### config.mk
export PLATFORM = sky130hd
export DESIGN_NAME = cavlc_nc_context
export DESIGN_NICKNAME = d
export VERILOG_FILES = /design/src/hdl/cnc_pkg.sv /design/src/hdl/cavlc_nc_context.sv
export SDC_FILE = /design/constraint.sdc
export NUM_CORES = 1
export LEC_CHECK = 0
export BUFFER_PORTS_ARGS = -buffer_cell sky130_fd_sc_hd__buf_2
export CORE_MARGIN = 10
export CORE_UTILIZATION = 50
export CTS_CLUSTER_SIZE = 30
export DETAILED_ROUTE_END_ITERATION = 10
export PLACE_DENSITY = 0.67
export SLEW_MARGIN = 30
export SYNTH_ARGS = -nofsm -noshare
export SYNTH_HDL_FRONTEND = slang
export SYNTH_SLANG_ARGS = --single-unit
### constraint.sdc
create_clock -name i_clk -period 4.2 [get_ports i_clk]
set_input_delay 0.42 -clock i_clk [delete_from_list [all_inputs] [get_ports i_clk]]
set_output_delay 0.42 -clock i_clk [all_outputs]
set_load 0.02 [all_outputs]
### src/hdl/cnc_pkg.sv
// ----------------------------------------------------------------------------
// CAVLC nC context package
// Operation and block type codes, neighbour source tables and shared types.
// ----------------------------------------------------------------------------
package cnc_pkg;

    // Field widths
    localparam int CNT_W  = 5;
    localparam int ADDR_W = 5;
    localparam int NC_W   = 6;
    localparam int REG_W  = 32;

    // Count store layout: 16 luma, 4 Cb, 4 Cr
    localparam int STORE_DEPTH = 24;
    localparam logic [ADDR_W-1:0] CHROMA_BASE = 5'd16;
    localparam logic [ADDR_W-1:0] CR_OFFSET   = 5'd4;
    localparam logic [ADDR_W-1:0] CHROMA_LAST = 5'd7;

    // Operation codes
    localparam logic [1:0] OP_CLEAR = 2'd0;
    localparam logic [1:0] OP_QUERY = 2'd1;
    localparam logic [1:0] OP_WRITE = 2'd2;

    // Block type codes
    localparam logic [1:0] TYPE_LUMA_DC   = 2'd0;
    localparam logic [1:0] TYPE_LUMA_AC   = 2'd1;
    localparam logic [1:0] TYPE_CHROMA_DC = 2'd2;
    localparam logic [1:0] TYPE_CHROMA_AC = 2'd3;

    // Configuration register indexes
    localparam logic [1:0] REG_LEFT_LUMA = 2'd0;
    localparam logic [1:0] REG_TOP_LUMA  = 2'd1;
    localparam logic [1:0] REG_NB_CB     = 2'd2;
    localparam logic [1:0] REG_NB_CR     = 2'd3;

    // Chroma DC blocks have no context
    localparam logic signed [NC_W-1:0] NC_CHROMA_DC = -6'sd1;

    // Neighbour selection for one query, decided at acceptance
    typedef struct packed {
        logic       dc;      // chroma DC, fixed result
        logic       chroma;  // chroma AC, use chroma neighbour registers
        logic       cr;      // Cr plane rather than Cb
        logic       a_reg;   // A comes from a neighbour register lane
        logic [1:0] a_lane;
        logic       b_reg;   // B comes from a neighbour register lane
        logic [1:0] b_lane;
        logic       la;      // A available
        logic       ta;      // B available
    } t_pick;

    // Left (A) source of a luma block: bit 4 set selects a left register lane
    function automatic logic [4:0] luma_a_src(input logic [3:0] blk);
        logic [4:0] code;
        case (blk)
            4'd0:    code = 5'h13;
            4'd1:    code = 5'd0;
            4'd2:    code = 5'h12;
            4'd3:    code = 5'd2;
            4'd4:    code = 5'd1;
            4'd5:    code = 5'd4;
            4'd6:    code = 5'd3;
            4'd7:    code = 5'd6;
            4'd8:    code = 5'h11;
            4'd9:    code = 5'd8;
            4'd10:   code = 5'h10;
            4'd11:   code = 5'd10;
            4'd12:   code = 5'd9;
            4'd13:   code = 5'd12;
            4'd14:   code = 5'd11;
            default: code = 5'd14;
        endcase
        return code;
    endfunction

    // Top (B) source of a luma block: bit 4 set selects a top register lane
    function automatic logic [4:0] luma_b_src(input logic [3:0] blk);
        logic [4:0] code;
        case (blk)
            4'd0:    code = 5'h13;
            4'd1:    code = 5'h12;
            4'd2:    code = 5'd0;
            4'd3:    code = 5'd1;
            4'd4:    code = 5'h11;
            4'd5:    code = 5'h10;
            4'd6:    code = 5'd4;
            4'd7:    code = 5'd5;
            4'd8:    code = 5'd2;
            4'd9:    code = 5'd3;
            4'd10:   code = 5'd8;
            4'd11:   code = 5'd9;
            4'd12:   code = 5'd6;
            4'd13:   code = 5'd7;
            4'd14:   code = 5'd12;
            default: code = 5'd13;
        endcase
        return code;
    endfunction

    // Low count bits of one 8-bit lane
    function automatic logic [CNT_W-1:0] lane_of(input logic [REG_W-1:0] word,
                                                 input logic [1:0] lane);
        logic [CNT_W-1:0] cnt;
        case (lane)
            2'd0:    cnt = word[4:0];
            2'd1:    cnt = word[12:8];
            2'd2:    cnt = word[20:16];
            default: cnt = word[28:24];
        endcase
        return cnt;
    endfunction

endpackage

### src/hdl/cavlc_nc_context.sv
// ----------------------------------------------------------------------------
// CAVLC nC context store and derivation
// Keeps the total-coefficient counts of the current macroblock's 16 luma and
// 8 chroma 4x4 blocks and derives the nC context of a block from its left and
// top neighbours. A transaction can be accepted every cycle; the input stalls
// only while a query waits behind a result that has not been taken. Clear and
// write transactions take effect at the accepting edge and give no result. The
// accepting edge of a query registers the count store read (two read ports,
// one write port) into stage one; from there the neighbour selection and
// rounded mean go into the output register once it is free. A query may
// directly follow a write or clear and sees its effect. Neighbour registers are
// to be written through the configuration channel only while no query is in
// flight; the user is bound to this, the block itself does not enforce it.
// ----------------------------------------------------------------------------
module cavlc_nc_context (
    input  logic               i_clk,
    input  logic               i_rst_n,
    // input transactions
    input  logic               i_in_valid,
    output logic               o_in_ready,
    input  logic [1:0]         i_operation,
    input  logic [1:0]         i_block_type,
    input  logic [3:0]         i_block_index,
    input  logic               i_left_mb_available,
    input  logic               i_top_mb_available,
    input  logic [4:0]         i_coeff_count,
    // result transactions
    output logic               o_out_valid,
    input  logic               i_out_ready,
    output logic signed [5:0]  o_nc_value,
    // configuration writes
    input  logic               i_cfg_valid,
    output logic               o_cfg_ready,
    input  logic [1:0]         i_cfg_index,
    input  logic [31:0]        i_cfg_data
);

    localparam int CW = cnc_pkg::CNT_W;
    localparam int AW = cnc_pkg::ADDR_W;

    // Configuration registers
    logic [cnc_pkg::REG_W-1:0] r_left_luma;
    logic [cnc_pkg::REG_W-1:0] r_top_luma;
    logic [cnc_pkg::REG_W-1:0] r_nb_cb;
    logic [cnc_pkg::REG_W-1:0] r_nb_cr;

    // Count store with per-entry valid bits
    logic [CW-1:0]                   r_mem [cnc_pkg::STORE_DEPTH];
    logic [cnc_pkg::STORE_DEPTH-1:0] r_valid;

    // Pipeline control
    logic r_s1_valid, n_s1_valid;
    logic r_out_valid, n_out_valid;
    logic s1_adv;
    logic in_accept;

    // Stage one payload
    cnc_pkg::t_pick r_pick;
    logic [CW-1:0]  r_a_mem, r_b_mem;
    logic           r_a_vld, r_b_vld;

    // Acceptance side decode
    cnc_pkg::t_pick pick;
    logic [AW-1:0]  rd_a, rd_b, wr_addr, chroma_base;
    logic [4:0]     src_a, src_b;
    logic [3:0]     luma_blk;

    // Result side
    logic [cnc_pkg::REG_W-1:0]          reg_a, reg_b;
    logic [CW-1:0]                      na, nb;
    logic [CW:0]                        sum;
    logic signed [cnc_pkg::NC_W-1:0]    nc;
    logic signed [cnc_pkg::NC_W-1:0]    r_nc;

    // Handshake
    assign s1_adv     = !r_out_valid || i_out_ready;
    assign o_in_ready = !r_s1_valid || s1_adv;
    assign in_accept  = i_in_valid && o_in_ready;
    assign o_cfg_ready = 1'b1;
    assign o_out_valid = r_out_valid;
    assign o_nc_value  = r_nc;

    // Write configuration registers
    always_ff @(posedge i_clk) begin
        if (!i_rst_n) begin
            r_left_luma <= '0;
            r_top_luma  <= '0;
            r_nb_cb     <= '0;
            r_nb_cr     <= '0;
        end else if (i_cfg_valid) begin
            case (i_cfg_index)
                cnc_pkg::REG_LEFT_LUMA: r_left_luma <= i_cfg_data;
                cnc_pkg::REG_TOP_LUMA:  r_top_luma  <= i_cfg_data;
                cnc_pkg::REG_NB_CB:     r_nb_cb     <= i_cfg_data;
                cnc_pkg::REG_NB_CR:     r_nb_cr     <= i_cfg_data;
                default:                r_nb_cr     <= r_nb_cr;
            endcase
        end
    end

    // Decode neighbour sources and store addresses of the incoming query
    always_comb begin
        pick        = '0;
        rd_a        = '0;
        rd_b        = '0;
        luma_blk    = (i_block_type == cnc_pkg::TYPE_LUMA_DC) ? 4'd0 : i_block_index;
        src_a       = cnc_pkg::luma_a_src(luma_blk);
        src_b       = cnc_pkg::luma_b_src(luma_blk);
        chroma_base = cnc_pkg::CHROMA_BASE
                      + ((i_block_index < 4'd4) ? '0 : cnc_pkg::CR_OFFSET);
        case (i_block_type)
            cnc_pkg::TYPE_CHROMA_DC: begin
                pick.dc = 1'b1;
            end
            cnc_pkg::TYPE_CHROMA_AC: begin
                pick.chroma = 1'b1;
                pick.cr     = (i_block_index >= 4'd4);
                case (i_block_index[1:0])
                    2'd0: begin
                        pick.a_reg  = 1'b1;
                        pick.a_lane = 2'd1;
                        pick.b_reg  = 1'b1;
                        pick.b_lane = 2'd3;
                    end
                    2'd1: begin
                        rd_a        = chroma_base;
                        pick.b_reg  = 1'b1;
                        pick.b_lane = 2'd2;
                    end
                    2'd2: begin
                        pick.a_reg  = 1'b1;
                        pick.a_lane = 2'd0;
                        rd_b        = chroma_base;
                    end
                    default: begin
                        rd_a = chroma_base + 5'd2;
                        rd_b = chroma_base + 5'd1;
                    end
                endcase
            end
            default: begin
                pick.a_reg  = src_a[4];
                pick.a_lane = src_a[1:0];
                pick.b_reg  = src_b[4];
                pick.b_lane = src_b[1:0];
                rd_a        = {1'b0, src_a[3:0]};
                rd_b        = {1'b0, src_b[3:0]};
            end
        endcase
        pick.la = pick.a_reg ? i_left_mb_available : 1'b1;
        pick.ta = pick.b_reg ? i_top_mb_available : 1'b1;
    end

    // Write address: luma AC to luma entries, anything else to chroma entries
    assign wr_addr = (i_block_type == cnc_pkg::TYPE_LUMA_AC) ? {1'b0, i_block_index}
                   : cnc_pkg::CHROMA_BASE
                     + (i_block_index[3] ? cnc_pkg::CHROMA_LAST
                                         : {2'b00, i_block_index[2:0]});

    // Store write and registered reads
    always_ff @(posedge i_clk) begin
        if (in_accept && i_operation == cnc_pkg::OP_WRITE) begin
            r_mem[wr_addr] <= i_coeff_count;
        end
        if (in_accept && i_operation == cnc_pkg::OP_QUERY) begin
            r_a_mem <= r_mem[rd_a];
            r_b_mem <= r_mem[rd_b];
            r_a_vld <= r_valid[rd_a];
            r_b_vld <= r_valid[rd_b];
            r_pick  <= pick;
        end
    end

    // Clear or mark store entries
    always_ff @(posedge i_clk) begin
        if (!i_rst_n) begin
            r_valid <= '0;
        end else if (in_accept && i_operation == cnc_pkg::OP_CLEAR) begin
            r_valid <= '0;
        end else if (in_accept && i_operation == cnc_pkg::OP_WRITE) begin
            r_valid[wr_addr] <= 1'b1;
        end
    end

    // Advance queries through stage one and the output register
    always_comb begin
        n_s1_valid  = (in_accept && i_operation == cnc_pkg::OP_QUERY)
                      || (r_s1_valid && !s1_adv);
        n_out_valid = s1_adv ? r_s1_valid : r_out_valid;
    end

    always_ff @(posedge i_clk) begin
        if (!i_rst_n) begin
            r_s1_valid  <= 1'b0;
            r_out_valid <= 1'b0;
        end else begin
            r_s1_valid  <= n_s1_valid;
            r_out_valid <= n_out_valid;
        end
    end

    // Select neighbour counts and form nC
    always_comb begin
        reg_a = !r_pick.chroma ? r_left_luma : (r_pick.cr ? r_nb_cr : r_nb_cb);
        reg_b = !r_pick.chroma ? r_top_luma  : (r_pick.cr ? r_nb_cr : r_nb_cb);
        na    = r_pick.a_reg ? cnc_pkg::lane_of(reg_a, r_pick.a_lane)
                             : (r_a_vld ? r_a_mem : '0);
        nb    = r_pick.b_reg ? cnc_pkg::lane_of(reg_b, r_pick.b_lane)
                             : (r_b_vld ? r_b_mem : '0);
        sum   = {1'b0, na} + {1'b0, nb} + 6'd1;
        if (r_pick.dc) begin
            nc = cnc_pkg::NC_CHROMA_DC;
        end else if (r_pick.la && r_pick.ta) begin
            nc = $signed({1'b0, sum[CW:1]});
        end else if (r_pick.la) begin
            nc = $signed({1'b0, na});
        end else if (r_pick.ta) begin
            nc = $signed({1'b0, nb});
        end else begin
            nc = '0;
        end
    end

    // Hold the result until taken
    always_ff @(posedge i_clk) begin
        if (s1_adv && r_s1_valid) begin
            r_nc <= nc;
        end
    end

endmodule

# Word-level counts from Yosys, hierarchy flattened
# Memories as Yosys holds them, arrays and structs flattened. A register that Yosys moved wholly into a read port is not among the register bits.
# Index checks and enable logic that the tools add are counted.
# classes
n_eq_ne	14
n_reduce_logical	27
n_mux	33
bitwise	2
add_sub_neg	6
n_lt_le_gt_ge	6
# ops
cell	n
29-bit 2-to-1 mux	3
5-bit 2-to-1 mux	8
5-bit case mux with 2 select lines	4
5-bit case mux with 3 select lines	2
24-bit OR	1
5-bit by 6-bit < comparator with 1-bit output, second input constant	3
2-bit == test, second input constant	8
2-bit by 1-bit == test with 1-bit output, second input constant	6
2-bit logical NOT	6
3-bit case mux with 2 select lines	2
6-bit case mux with 2 select lines	1
5-bit by 3-bit adder with 5-bit output, first input constant	2
1-bit binary-select mux with 5-bit select	2
1-bit logical AND	8
2-bit AND reduction	4
5-bit by 5-bit adder with 6-bit output	1
6-bit by 1-bit adder with 6-bit output, second input constant	1
1-bit 2-to-1 mux	6
3-bit 2-to-1 mux	2
2-bit OR reduction	3
5-bit by 1-bit adder with 5-bit output, second input constant	1
5-bit by 2-bit adder with 5-bit output, second input constant	1
1-bit demux with 5-bit select	1
5-bit by 1-bit greater-or-equal comparator with 1-bit output, second input constant	1
other kinds (7)	11
# word_totals
memories	3
elab_cells	110
ramBits	120
input_bits	54
output_inout_bits	9
rom_bits	160
ff_bits	161
# mem_list
name	depth	width	rd	rd_clocked_by_memory_dff	write_ports	line	text
r_mem	24	5	2	2	1	cavlc_nc_context.sv:48	logic [CW-1:0] r_mem [cnc_pkg::STORE_DEPTH];
(no name shown)	16	5	1	0	0	cnc_pkg.sv:55	case (blk)
(no name shown)	16	5	1	0	0	cnc_pkg.sv:79	case (blk)

# Depth between registers and ports, before layout
# depth
word_depth	8
ltp_mapped	15
ltp_nobuf	13

# Least setup slack after synthesis
# OpenSTA, ideal clock, no wires.
# synth_timing
path_type	flip-flop to flip-flop
startpoint	register r_pick[5] (netlist bit)
endpoint	register r_nc (netlist bit o_nc_value[3]), data pin
path_buffers	2
setup_ps	261
required_time_ps	3939
path_stages_with_launch	14
path_slack_ps	1217
t_arrival_ps	2722
path_cell_list	edfxtp_1 buf_4 buf_4 mux4_2 nand2_1 o21ai_0 a22o_1 ha_1 nor2b_1 o21ai_0 nand2_1 xnor2_1 a21oi_1 a221o_1
# synth_between
elab_chain_cells	6
# synth_rtl
element	line	text
start: declaration	cavlc_nc_context.sv:58	cnc_pkg::t_pick r_pick;
start signal: assignment	cavlc_nc_context.sv:170	r_pick <= pick;
2-bit == test, or another cell as far along	cnc_pkg.sv:104	case (lane)
5-bit case mux with 3 select lines *	cnc_pkg.sv:104	
5-bit 2-to-1 mux *	cavlc_nc_context.sv:206	na = r_pick.a_reg ? cnc_pkg::lane_of(reg_a, r_pick.a_lane)
5-bit by 5-bit adder with 6-bit output	cavlc_nc_context.sv:210	sum = {1'b0, na} + {1'b0, nb} + 6'd1;
6-bit by 1-bit adder with 6-bit output	cavlc_nc_context.sv:210	
5-bit 2-to-1 mux *	cavlc_nc_context.sv:213	end else if (r_pick.la && r_pick.ta) begin
end signal: assignment	cavlc_nc_context.sv:227	r_nc <= nc;
end: declaration	cavlc_nc_context.sv:73	logic signed [cnc_pkg::NC_W-1:0] r_nc;
# Every way passes the cells marked *; elsewhere a longest branch is shown, timed or not.
# A chain may end at the register's enable or synchronous reset.

# Worst setup path in the final report
# layout_timing
startpoint	register r_pick[2] (netlist bit)
endpoint	register r_nc (netlist bit o_nc_value[3]), data pin
# layout_between
elab_chain_cells	6
# layout_rtl
element	line	text
2-bit == test, or another cell as far along	cnc_pkg.sv:104	
5-bit case mux with 3 select lines *	cnc_pkg.sv:104	
5-bit 2-to-1 mux *	cavlc_nc_context.sv:208	nb = r_pick.b_reg ? cnc_pkg::lane_of(reg_b, r_pick.b_lane)
5-bit by 5-bit adder with 6-bit output / 5-bit 2-to-1 mux (equally long branches)	cavlc_nc_context.sv:210, cavlc_nc_context.sv:217	
6-bit by 1-bit adder with 6-bit output / 5-bit 2-to-1 mux (equally long branches)	cavlc_nc_context.sv:210, cavlc_nc_context.sv:215	
5-bit 2-to-1 mux *	cavlc_nc_context.sv:213	
# Marked as above.

==> flow_summary.toml <==
[critical_path]
crit_fanout = 11
cp-end-kind = "flop"
crit_type = "reg2reg"
cp_data_required_time_ns = 4.48
ff2ff_setup_slack_ns = 0.64
r2r_start = "r_pick[2]"
worst_setup_path_start_kind = "flop"
cp_data_arrival_time_ns = 3.84
reg2reg_depth = 13
r2r-end = "o_nc_value[3]"

[sta]
fin_hold_ws_ns = 0.1623
relSlewSlack = 0.3520
fin_crit_ns = 3.559
worst_clock_skew_ns = 0.01633
fin_crit_sh = 0.8474
fin_setup_tns_ns = 0
slew_violations = 0
fmax_mhz = 281.0
tightest_slew_ns = 0.9691
setup_viol = 0
hold_violations = 0
rsz0062_at_grt = "false"

[clock_tree]
cts_hold_buf = 0
cts_sinks = 245
cts_resized = 0
path_clk_slew_ns = 0.06
cts_buffers = 28
cts_setup_buffers = 0
htreeDepth = 1
cts.path.max_buffers = 3
cts_root_buf = "clkbuf_16"
cts_tree = "done"
clock_latency_ns = 0.54

[layout]
syn_to_final_growth_pct = 11.06
multi_input_area_um2 = 5151
fin_util = 0.5630
seq_area_um2 = 6296
fillerInstances = 2046
antenna_cells = 0
final_common_cell = "nand2_1"
nNetsFinal = 1160
mostFrequentLayoutCells = "257 x nand2_1, 139 x edfxtp_1, 106 x dfxtp_1"
drive_above_1_share = 0.1598

[drt]
via_per_inst = 5.983
route.detailed.drc = 0
antenna_left = 0
num_vias = 8610
routed_wl_mm = 31.70
drtPass1Iterations = 5
wire_per_inst_um = 22.03
drtIter0Drc = 942

[placement]
dp.final_hpwl_mm = 21.80
place.gp.congestion = 0.9005
io_buffers = 49

[grt]
grt_pass1_wl_mm = 48.76
grt_max_degree = 80
grt_pass1_vias = 8285
antenna_found_initial = 1
globalRouteOverflowTotal = 0
grt_usage = 0.2025

[synthesis]
synth_top_area_frac = 0.3519
yosys_register_bits = 245
syn_avg_cell_area_um2 = 11.07
synth_warnings = 0
syn-num-nets = 1134
synth_top_flop_cell = "edfxtp_1"
yosysUniqueCellTypes = 66
yosysTopAreaCell = "edfxtp_1"
synth_edf_count = 139
synth_async_sr_flop_share = 0
syn-instance-count = 1072
seq_area_frac_synth = 0.5307
syn_area_um2 = 11860
synthTopCellsByArea = "edfxtp_1 35%, dfxtp_1 18%, nand2_1 8.1%"

[pwr]
p_leak_nw = 4.603
power_density_nw_per_um2 = 417.9
vdd_ir_drop_max_mv = 0.3810

[worst_hold_path]
min_to = "r_pick[0]"
hold_start = "i_top_mb_available"
hold_depth = 2
hold_path.class = "in2reg"

[floorplan]
start_util = 0.5069
rows = 56
die_w_um = 174.0
fp.dieH_um = 174.0
ios = 63
dieArea_um2 = 30290
core_area_um2 = 23400

[job]
cap_violations = 0

[outcome]
status = "finished, final reports clean"
-- per-stage QoR --
stage	instances	worst slack (ns)	power (mW)	instance area, µm²
2_1_floorplan	1072	1.217	3.006	11860
3_3_place_gp	1387	0.6876	3.168	12260
3_5_place_dp	1387	0.6227	3.177	12270
4_1_cts	1439	0.6101	5.535	13170
5_1_grt	1439	0.4195	5.678	13180
6_report	1439	0.6407	5.506	13180
-- worst max-delay path by stage --
stage	startpoint	endpoint	slack [ns]	cells after the start
2_1_floorplan	r_pick[5]	o_nc_value[3]	1.22	13
3_3_place_gp	r_pick[5]	o_nc_value[3]	0.69	14
3_5_place_dp	r_pick[2]	o_nc_value[3]	0.62	13
4_1_cts	r_pick[2]	o_nc_value[3]	0.61	13
5_1_grt	r_pick[5]	o_nc_value[3]	0.42	13
6_report	r_pick[2]	o_nc_value[3]	0.64	13
-- worst max-delay path, stage by stage, from the launching register on --
cell	delay [ns]
edfxtp_1	0.78
buf_4	0.33
mux2i_1	0.27
nor2_1	0.07
a21oi_1	0.25
o21ai_1	0.11
a22oi_1	0.36
fa_1	0.30
nor2b_1	0.06
o21ai_0	0.15
nand2_1	0.08
xnor2_1	0.15
a21oi_1	0.09
a221o_1	0.30
-- sequential cells by signal, summed over array words and instances, names as in the netlist --
register and flops:
r_nb_cr 20, r_s1_valid 1, r_pick 11, r_left_luma 20, o_nc_value 6, r_a_vld 1, r_mem 110, r_valid 24
r_a_mem 5, r_b_vld 1, o_out_valid 1, r_top_luma 20, r_nb_cb 20, r_b_mem 5
-- layout make-up --
| class | count | area share |
|---|---|---|
| clock inverters | 15 | 0.01130 |
| repair buffers | 68 | 0.02944 |
| flip-flops and latches | 245 | 0.4779 |
| well taps | 319 | 0.03029 |
| clock buffers | 37 | 0.05727 |
| multi-input cells | 745 | 0.3910 |
| inverters | 10 | 0.002849 |
-- Yosys cell counts (all sizes together) (2+ instances only) --
cell type	instances
nand2	258
inv	10
o31ai	4
a22o	5
a221o	4
nand3	34
o211ai	8
a31oi	11
mux2i	58
or2	3
dfxtp	106
o21ai	28
nand4b	2
xor2	2
a21oi	27
nand2b	7
mux2	8
clkbuf	40
nor2b	13
o22ai	6
o21a	29
a21boi	82
nand3b	4
a211oi	3
nor3b	3
edfxtp	139
and3	4
a22oi	2
o2111ai	3
nor2	46
mux4	42
a21o	3
a32oi	6
buf	32
and2	3
nand4	12
o22a	5
ha	7
-- power by group --
group	internal, mW	switching, mW
clock network	1.39	0.980
registers	2.58	0.0335
logic	0.193	0.327
-- routing by layer --
metal / global-route usage / routed length, µm
met5: 0 / 13
met4: 0.05914 / 854
met3: 0.04355 / 2767
met2: 0.3068 / 14290
met1: 0.2860 / 13770
-- logic make-up (layout without fill, tap and decap cells) --
family                     after synthesis  after routing  share of synthesized area
muxes                                  108            108                     0.1369
DFF                                    245            245                     0.5307
AOI/OAI and AO/OA                      232            232                     0.1414
buffers and inverters                   82            130                    0.03607
adders and majority gates                8              8                   0.009071
other                                    1              1                  0.0003161
xor gates and xnor gates                 3              3                   0.002215
and+or+nand+nor                        393            393                     0.1432
No activity file was read; power rests on OpenSTA's default activity.
